[src/fudr_pkg.sv]
`timescale 1ns / 1ps
// ----------------------------------------------------------------------------
// fudr_pkg
// Shared types, codes and CRC-32 helper for the firmware update receiver.
// ----------------------------------------------------------------------------
package fudr_pkg;

	localparam int unsigned MAX_PAYLOAD_DEF = 48;
	localparam int unsigned OFFSET_BITS_DEF = 24;
	localparam logic [31:0] CRC_POLY = 32'hEDB88320;
	localparam logic [31:0] CRC_INIT = 32'hFFFFFFFF;
	localparam logic [15:0] FRAME_LIMIT_RST = 16'd16384;

	typedef enum logic [1:0] {
		MODE_START  = 2'd0,
		MODE_HEADER = 2'd1,
		MODE_DATA   = 2'd2,
		MODE_VERIFY = 2'd3
	} mode_t;

	typedef enum logic [1:0] {
		EV_ACK_OK   = 2'd0,
		EV_ACK_FAIL = 2'd1,
		EV_FLASH    = 2'd2,
		EV_VERIFY   = 2'd3
	} event_t;

	typedef enum logic [0:0] {
		REG_FRAME_LIMIT = 1'b0,
		REG_SEC_MODE    = 1'b1
	} reg_idx_t;

	localparam logic [1:0] SEC_PLAIN = 2'd0;

	// One result item; offset carried at full 32 bits and truncated at the port
	typedef struct packed {
		event_t      ev;
		logic [7:0]  seq;
		logic        status;
		logic [31:0] crc;
		logic [31:0] offset;
		logic [7:0]  data;
		logic        last;
	} result_t;

	// Up to two results per input item
	typedef struct packed {
		logic    has0;
		logic    has1;
		result_t r0;
		result_t r1;
	} bundle_t;

	function automatic logic [31:0] crc_byte(input logic [31:0] crc, input logic [7:0] b);
		logic [31:0] t;
		t = {24'd0, crc[7:0] ^ b};
		for (int i = 0; i < 8; i++) begin
			t = t[0] ? ((t >> 1) ^ CRC_POLY) : (t >> 1);
		end
		return (crc >> 8) ^ t;
	endfunction

endpackage

[src/fudr_front.sv]
`timescale 1ns / 1ps
// ----------------------------------------------------------------------------
// fudr_front
// Accepts items, tracks session/frame state and CRC, and pushes a result
// bundle into the queue for each item that yields at least one result.
// ----------------------------------------------------------------------------
module fudr_front #(
	parameter int unsigned MAX_PAYLOAD = fudr_pkg::MAX_PAYLOAD_DEF,
	parameter int unsigned OFFSET_BITS = fudr_pkg::OFFSET_BITS_DEF
) (
	input  logic                  clk,
	input  logic                  arst_n,
	input  logic                  cfg_we,
	input  logic                  cfg_idx,
	input  logic [15:0]           cfg_data,
	input  logic                  in_fire,
	input  logic [1:0]            mode,
	input  logic [7:0]            seq_num,
	input  logic [7:0]            payload_len,
	input  logic [7:0]            data_byte,
	input  logic [31:0]           expected_crc_a,
	input  logic [31:0]           expected_crc_b,
	output logic                  push,
	output fudr_pkg::bundle_t     bundle
);

	logic [15:0]            frame_limit_q;
	logic [1:0]             sec_mode_q;
	logic                   sess_q;
	logic [7:0]             last_seq_q;
	logic [31:0]            crc_q;
	logic [15:0]            frames_q;
	logic [OFFSET_BITS-1:0] offset_q;
	logic [7:0]             left_q;
	logic                   facc_q;
	logic [7:0]             fseq_q;

	logic                   sess_d, facc_d;
	logic [7:0]             last_seq_d, left_d, fseq_d, next_seq;
	logic [31:0]            crc_d, crc_upd;
	logic [15:0]            frames_d;
	logic [OFFSET_BITS-1:0] offset_d;
	logic                   may_write, end_ok;
	fudr_pkg::result_t      rz;

	assign crc_upd = fudr_pkg::crc_byte(crc_q, data_byte);
	assign next_seq = (last_seq_q == 8'hFF) ? 8'd1 : last_seq_q + 8'd1;
	assign may_write = (frames_q < frame_limit_q) && ({24'd0, payload_len} <= 32'(MAX_PAYLOAD));

	always_comb begin
		rz = '0;
		sess_d = sess_q; last_seq_d = last_seq_q; crc_d = crc_q; frames_d = frames_q;
		offset_d = offset_q; left_d = left_q; facc_d = facc_q; fseq_d = fseq_q;
		end_ok = 1'b0;
		push = 1'b0;
		bundle = '0;
		case (fudr_pkg::mode_t'(mode))
			fudr_pkg::MODE_START: begin
				sess_d = 1'b1; last_seq_d = '0; crc_d = fudr_pkg::CRC_INIT;
				frames_d = '0; offset_d = '0; left_d = '0; facc_d = 1'b0; fseq_d = '0;
				bundle.has0 = 1'b1;
				bundle.r0 = rz;
				bundle.r0.ev = fudr_pkg::EV_ACK_OK;
				bundle.r0.seq = seq_num;
				bundle.r0.crc = fudr_pkg::CRC_INIT;
				bundle.r0.last = 1'b1;
			end
			fudr_pkg::MODE_HEADER: begin
				left_d = '0;
				bundle.r0 = rz;
				bundle.r0.seq = seq_num;
				bundle.r0.crc = crc_q;
				bundle.r0.last = 1'b1;
				if (!sess_q) begin
					bundle.has0 = 1'b1;
					bundle.r0.ev = fudr_pkg::EV_ACK_FAIL;
				end else if (last_seq_q == seq_num) begin
					bundle.has0 = 1'b1;
					bundle.r0.ev = fudr_pkg::EV_ACK_OK;
				end else if (last_seq_q == 8'd0 || next_seq == seq_num) begin
					last_seq_d = seq_num;
					fseq_d = seq_num;
					facc_d = may_write;
					if (payload_len == 8'd0) begin
						bundle.has0 = 1'b1;
						bundle.r0.ev = may_write ? fudr_pkg::EV_ACK_OK : fudr_pkg::EV_ACK_FAIL;
						if (may_write) frames_d = frames_q + 16'd1;
					end else begin
						left_d = payload_len;
					end
				end
			end
			fudr_pkg::MODE_DATA: begin
				if (left_q != 8'd0) begin
					if (sec_mode_q == fudr_pkg::SEC_PLAIN) crc_d = crc_upd;
					left_d = left_q - 8'd1;
					end_ok = (left_q == 8'd1);
					if (facc_q) begin
						bundle.has0 = 1'b1;
						bundle.r0 = rz;
						bundle.r0.ev = fudr_pkg::EV_FLASH;
						bundle.r0.seq = fseq_q;
						bundle.r0.offset = 32'(offset_q);
						bundle.r0.data = data_byte;
						bundle.r0.last = !end_ok;
						offset_d = offset_q + 1'b1;
					end
					if (end_ok) begin
						bundle.has1 = 1'b1;
						bundle.r1 = rz;
						bundle.r1.ev = facc_q ? fudr_pkg::EV_ACK_OK : fudr_pkg::EV_ACK_FAIL;
						bundle.r1.seq = fseq_q;
						bundle.r1.crc = crc_d;
						bundle.r1.last = 1'b1;
						if (facc_q) frames_d = frames_q + 16'd1;
					end
				end
			end
			default: begin
				bundle.has0 = 1'b1;
				bundle.r0 = rz;
				bundle.r0.ev = fudr_pkg::EV_VERIFY;
				bundle.r0.seq = seq_num;
				bundle.r0.crc = crc_q;
				bundle.r0.status = !(sec_mode_q == fudr_pkg::SEC_PLAIN &&
					expected_crc_a == expected_crc_b && expected_crc_a == crc_q);
				bundle.r0.last = 1'b1;
			end
		endcase
		push = in_fire && (bundle.has0 || bundle.has1);
	end

	always_ff @(posedge clk or negedge arst_n) begin
		if (!arst_n) begin
			frame_limit_q <= fudr_pkg::FRAME_LIMIT_RST;
			sec_mode_q <= fudr_pkg::SEC_PLAIN;
			sess_q <= 1'b0; last_seq_q <= '0; crc_q <= fudr_pkg::CRC_INIT;
			frames_q <= 16'hFFFF; offset_q <= '0; left_q <= '0;
			facc_q <= 1'b0; fseq_q <= '0;
		end else begin
			if (cfg_we) begin
				if (fudr_pkg::reg_idx_t'(cfg_idx) == fudr_pkg::REG_FRAME_LIMIT)
					frame_limit_q <= cfg_data;
				else
					sec_mode_q <= cfg_data[1:0];
			end
			if (in_fire) begin
				sess_q <= sess_d; last_seq_q <= last_seq_d; crc_q <= crc_d;
				frames_q <= frames_d; offset_q <= offset_d; left_q <= left_d;
				facc_q <= facc_d; fseq_q <= fseq_d;
			end
		end
	end

endmodule

[src/fudr_queue.sv]
`timescale 1ns / 1ps
// ----------------------------------------------------------------------------
// fudr_queue
// Two-entry bundle queue between the front and the output sequencer.
// ----------------------------------------------------------------------------
module fudr_queue (
	input  logic              clk,
	input  logic              arst_n,
	input  logic              push,
	input  fudr_pkg::bundle_t wdata,
	output logic              full,
	output logic              empty,
	input  logic              pop,
	output fudr_pkg::bundle_t rdata
);

	fudr_pkg::bundle_t mem_q [2];
	logic              wp_q, rp_q;
	logic [1:0]        cnt_q;

	assign full = cnt_q[1];
	assign empty = (cnt_q == 2'd0);
	assign rdata = mem_q[rp_q];

	always_ff @(posedge clk) begin
		if (push) mem_q[wp_q] <= wdata;
	end

	always_ff @(posedge clk or negedge arst_n) begin
		if (!arst_n) begin
			wp_q <= 1'b0; rp_q <= 1'b0; cnt_q <= '0;
		end else begin
			if (push) wp_q <= !wp_q;
			if (pop) rp_q <= !rp_q;
			cnt_q <= cnt_q + {1'b0, push} - {1'b0, pop};
		end
	end

endmodule

[src/fudr_back.sv]
`timescale 1ns / 1ps
// ----------------------------------------------------------------------------
// fudr_back
// Drains bundles one result at a time into an output register.
// ----------------------------------------------------------------------------
module fudr_back (
	input  logic              clk,
	input  logic              arst_n,
	input  logic              q_empty,
	input  fudr_pkg::bundle_t q_data,
	output logic              q_pop,
	output logic              out_valid,
	input  logic              out_ready,
	output fudr_pkg::result_t res
);

	logic              sec_q;   // first result of a two-result bundle already sent
	logic              load;
	logic              two;
	fudr_pkg::result_t pick;

	assign two = q_data.has0 && q_data.has1;
	assign load = !q_empty && (!out_valid || out_ready);
	assign pick = (q_data.has0 && !sec_q) ? q_data.r0 : q_data.r1;
	assign q_pop = load && (!two || sec_q);

	always_ff @(posedge clk) begin
		if (load) res <= pick;
	end

	always_ff @(posedge clk or negedge arst_n) begin
		if (!arst_n) begin
			out_valid <= 1'b0; sec_q <= 1'b0;
		end else begin
			if (load) out_valid <= 1'b1;
			else if (out_ready) out_valid <= 1'b0;
			if (load) sec_q <= two && !sec_q;
		end
	end

endmodule

[src/firmware_update_data_receiver.sv]
`timescale 1ns / 1ps
// ----------------------------------------------------------------------------
// firmware_update_data_receiver
// Each result is written into the 2-entry queue and then loaded into the
// output register before it appears on the outputs.
// Throughput: one item per cycle while in_ready is high; a data byte ending a
// written frame gives two results, drained one per cycle as out_ready allows.
// Reset (arst_n low, asynchronous) closes the session, CRC to all ones,
// registers to their defaults, queue and output empty.
// ----------------------------------------------------------------------------
module firmware_update_data_receiver #(
	parameter int unsigned MAX_PAYLOAD = fudr_pkg::MAX_PAYLOAD_DEF,
	parameter int unsigned OFFSET_BITS = fudr_pkg::OFFSET_BITS_DEF
) (
	input  logic                   clk,
	input  logic                   arst_n,
	input  logic                   cfg_we,
	input  logic                   cfg_idx,
	input  logic [15:0]            cfg_data,
	input  logic                   in_valid,
	output logic                   in_ready,
	input  logic [1:0]             mode,
	input  logic [7:0]             seq_num,
	input  logic [7:0]             payload_len,
	input  logic [7:0]             data_byte,
	input  logic [31:0]            expected_crc_a,
	input  logic [31:0]            expected_crc_b,
	output logic                   out_valid,
	input  logic                   out_ready,
	output logic [1:0]             event_res,
	output logic [7:0]             seq_echo,
	output logic                   status,
	output logic [31:0]            crc_value,
	output logic [OFFSET_BITS-1:0] flash_offset,
	output logic [7:0]             flash_data,
	output logic                   last
);

	logic              in_fire, push, full, empty, pop;
	fudr_pkg::bundle_t wb, rb;
	fudr_pkg::result_t res;

	assign in_ready = !full;
	assign in_fire = in_valid && in_ready;

	fudr_front #(.MAX_PAYLOAD(MAX_PAYLOAD), .OFFSET_BITS(OFFSET_BITS)) u_front (
		.clk, .arst_n, .cfg_we, .cfg_idx, .cfg_data, .in_fire, .mode, .seq_num,
		.payload_len, .data_byte, .expected_crc_a, .expected_crc_b,
		.push, .bundle(wb)
	);

	fudr_queue u_queue (
		.clk, .arst_n, .push, .wdata(wb), .full, .empty, .pop, .rdata(rb)
	);

	fudr_back u_back (
		.clk, .arst_n, .q_empty(empty), .q_data(rb), .q_pop(pop),
		.out_valid, .out_ready, .res
	);

	assign event_res = res.ev;
	assign seq_echo = res.seq;
	assign status = res.status;
	assign crc_value = res.crc;
	assign flash_offset = res.offset[OFFSET_BITS-1:0];
	assign flash_data = res.data;
	assign last = res.last;

`ifndef SYNTH
	a_no_overflow: assert property (@(posedge clk) disable iff (!arst_n)
		full |-> !push) else $error("queue overflow");
	a_pop_nonempty: assert property (@(posedge clk) disable iff (!arst_n)
		pop |-> !empty) else $error("pop from empty queue");
	a_flash_not_last: assert property (@(posedge clk) disable iff (!arst_n)
		out_valid && event_res == fudr_pkg::EV_FLASH && !last |-> crc_value == 32'd0)
		else $error("flash write carries crc");
`endif

endmodule
[config.mk]
export PLATFORM = sky130hd
export DESIGN_NAME = firmware_update_data_receiver
export DESIGN_NICKNAME = d
export VERILOG_FILES = /design/src/fudr_pkg.sv /design/src/fudr_front.sv /design/src/fudr_queue.sv /design/src/fudr_back.sv /design/src/firmware_update_data_receiver.sv
export SDC_FILE = /design/constraint.sdc
export NUM_CORES = 1
export LEC_CHECK = 0
export ABC_AREA = 1
export BUFFER_PORTS_ARGS = -buffer_cell sky130_fd_sc_hd__buf_2
export CAP_MARGIN = 30
export CORE_UTILIZATION = 50
export DETAILED_ROUTE_END_ITERATION = 10
export PLACE_DENSITY = 0.66
export SYNTH_ARGS = -nofsm -noshare
export SYNTH_HDL_FRONTEND = slang
export SYNTH_SLANG_ARGS = --single-unit
[constraint.sdc]
create_clock -name clk -period 8.2 [get_ports clk]
set_clock_uncertainty 0.15 [all_clocks]
set_input_delay 0.82 -clock clk [delete_from_list [all_inputs] [get_ports clk]]
set_output_delay 0.82 -clock clk [all_outputs]
set_load 0.01 [all_outputs]
==> flow_metrics.tcl <==
set metrics [dict create \
    irDropWorstVdd_mv 0.292 \
    cts_buffer_depth 3 \
    drc 0 \
    post_cts_buffers 0 \
    grt_first_pass_wirelength_um 78200 \
    final_util_pct 57.7 \
    fin_cells 2719 \
    placed_cells 2634 \
    routedWlPerCell_um 18.4 \
    total_power_w 0.00800 \
    ys_types 52 \
    path_class "primary input to register" \
    coreArea_sq_mm 0.0407 \
    worst_pin_slew_ns 0.932 \
    maxCapViolations 0 \
    period_share_pct 52.3 \
    synth_edf_count 314 \
    dr_total_vias 14900 \
    hold_path_class "primary input to async pin" \
    setup-tns-final_ns 0 \
    nFillCells 3495 \
    cp.arrival_ns 4.35 \
    internal_power_w 0.00507 \
    drt-total-wl_um 50000 \
    status "completed" \
    hold_buffers 0 \
    area_growth_pct 13.9 \
    p_switching_w 0.00292 \
    slowest_delay_ns 0.55 \
    yosysWarnings 0 \
    antenna_found_initial 2 \
    cts.clk_slew.worst_paths_ns 0.06 \
    ios 190 \
    cts_max_level 2 \
    initial_core_util_pct 50.6 \
    yosysSeqAreaShare_pct 59.8 \
    p_seq_share_pct 41.3 \
    synth_seq_cells 428 \
    swShare_pct 36.6 \
    maxSlewViolCount 0 \
    synth_area_per_cell_sq_um 10.4 \
    synth_nets 2118 \
    cpMaxStageDelayCell "inv_4" \
    crit_start "mode[0]" \
    io_buffers 189 \
    grt_setup_unrepaired "no" \
    setup_viol 0 \
    powerDensity_mw_per_mm2 340 \
    cp-end-kind "register" \
    hold_viol 0 \
    synth_ff_type "edfxtp_1" \
    die_h_um 205 \
    multi_input_area_sq_mm 0.00720 \
    overflow 0 \
    drt_first_iter_violations 1346 \
    gp_congestion 0.911 \
    leakage_nw 9.50 \
    final_cell_mix "341 x nand2_1, 314 x edfxtp_1, 201 x inv_1" \
    synthCells 1978 \
    start_kind "primary input" \
    relSlewSlack_pct 37.7 \
    tritoncts "done" \
    fin_crit_ns 4.29 \
    worst-path-buf-inv 6 \
    comb_power_share_pct 33.8 \
    drtPass1Iterations 7 \
    drive_above_1_share_pct 19.5 \
    fmax_mhz 233 \
    clkPwrFrac_pct 24.8 \
    syn-cell-area_sq_mm 0.0206 \
    timing.rr.start "u_front.left_q[1]" \
    viasPerCell 5.47 \
    mostFrequentLayoutCell "nand2_1" \
    cp.required_ns 8.26 \
    rows 74 \
    cts_root_buffer "clkbuf_16" \
    layout.nets 2289 \
    synthArstFlopShare_pct 26.6 \
    ant_nets 0 \
    numCtsBuffers 45 \
    cpLargestDelayFamily "buffers and inverters" \
    first_global_vias 14400 \
    worst-path-max-fanout 51 \
    seqCellArea_sq_mm 0.0123 \
    die_w_um 205 \
    dpl.hpwl_um 33900 \
    ctsResizeCount 0 \
    cts_sinks 428 \
    die_area_sq_mm 0.0421 \
    crit_chain "buf_2 -> inv_1 -> ha_1 -> inv_2 -> nor3_1 -> inv_2 -> nand3_1 -> nand3_1 -> inv_4 -> buf_4" \
    track_usage_pct 24.2 \
    grt_start_max_net_pins 77 \
    clock_latency_ns 0.58 \
]
-- sequential cells by signal, indices dropped and copies added, names as in the netlist, 2 cells and up --
| register | count |
|---|---|
| u_front.frame_limit_q | 16 |
| u_queue.cnt_q | 2 |
| u_front.left_q | 8 |
| u_front.last_seq_q | 8 |
| u_front.offset_q | 24 |
| u_back.res | 76 |
| u_front.sec_mode_q | 2 |
| u_front.crc_q | 32 |
| u_front.frames_q | 16 |
| u_queue.mem_q | 238 |
-- routing by layer --
layer	vias up	GRT usage [%]	routed length, um
met4	0	8.57	1450
met1	7146	31.4	21200
met2	488	41.0	24400
met3	93	3.88	2970
li1	7146	-	-
met5	-	0	0
-- per-stage QoR --
| stage | instance area (sq um) | setup slack, ns | hold WS (ns) |
|---|---|---|---|
| 2_1_floorplan | 20600 | 0.281 | 0.292 |
| 3_3_place_gp | 22000 | 2.63 | 0.316 |
| 3_5_place_dp | 22100 | 3.22 | 0.321 |
| 4_1_cts | 23500 | 3.83 | 0.166 |
| 5_1_grt | 23500 | 3.53 | 0.210 |
| 6_report | 23500 | 3.91 | 0.155 |
-- area by class of cell --
type / instances / share of cell area, %
diodes: 2 / 0.0213
clock buffers: 58 / 5.04
clock inverters: 25 / 1.01
inverters: 206 / 3.30
multi-input cells: 1265 / 30.7
flip-flops and latches: 428 / 52.5
well taps: 532 / 2.83
repair buffers: 203 / 4.60
-- final timing paths --
check,cells after the start,slack (ns),to
max in group asynchronous,2,6.32,u_queue.rp_q
hold reg to reg,2,0.34,u_queue.wp_q
setup / recovery,10,3.91,u_queue.mem_q[0][153]
min in group clk,2,0.30,u_back.out_valid
hold / removal,1,0.15,u_front.left_q[3]
setup reg to reg,11,4.16,u_queue.mem_q[0][153]
-- power groups by stage --
stage                     Combinational, W  Sequential [W]  Clock (W)
after floorplan                    0.00182         0.00336          0
after global placement             0.00268         0.00334          0
after detailed placement           0.00272         0.00334          0
after CTS                          0.00273         0.00331    0.00203
after global routing               0.00301         0.00336    0.00210
final                              0.00271         0.00331    0.00198
-- cells by family (layout without fill, tap and decap cells) --
group | after synthesis | in the layout | share of synthesized area [%]
simple gates | 702 | 702 | 14.8
flops | 428 | 428 | 59.8
compound gates | 369 | 369 | 10.6
buf+inv | 285 | 492 | 5.45
xor+xnor | 124 | 124 | 5.65
mux | 42 | 42 | 2.04
fa+ha+maj | 28 | 28 | 1.70
other cells | 0 | 2 | 0
-- cell usage after synthesis (8+ instances only) --
library cell  count  share of area (%)
or2_2            56                1.7
nor2_1          158                2.9
a21oi_1          75                1.8
xor2_1           79                3.4
buf_2            10               0.24
dfrtp_1          65                7.9
o31ai_1          16               0.58
buf_1             8               0.15
ha_1             28                1.7
nand3_1          67                1.6
o211ai_1         44                1.6
o21ai_1          15               0.36
nand2_1         343                6.2
dfstp_2          49                6.2
nor4_1           14               0.42
mux2i_1          42                2.0
o21ai_2          12               0.51
edfxtp_1        314                 46
xnor2_1          36                1.5
nor3_1           20               0.49
o22ai_1          29               0.88
clkbuf_1         54               0.98
inv_1           204                3.7
nand2_2          12               0.36
a22oi_1          11               0.40
nand4_1          23               0.70
o21ai_0         146                3.5
-- worst reg2reg max path: cells and delay by family (launching register included) --
family                     cells  cell delay [ns]
adders and majority gates      1             0.15
buffers and inverters          6             1.80
DFF                            1             0.40
and+or+nand+nor                4             1.17
No activity file was read; power rests on OpenSTA's default activity.
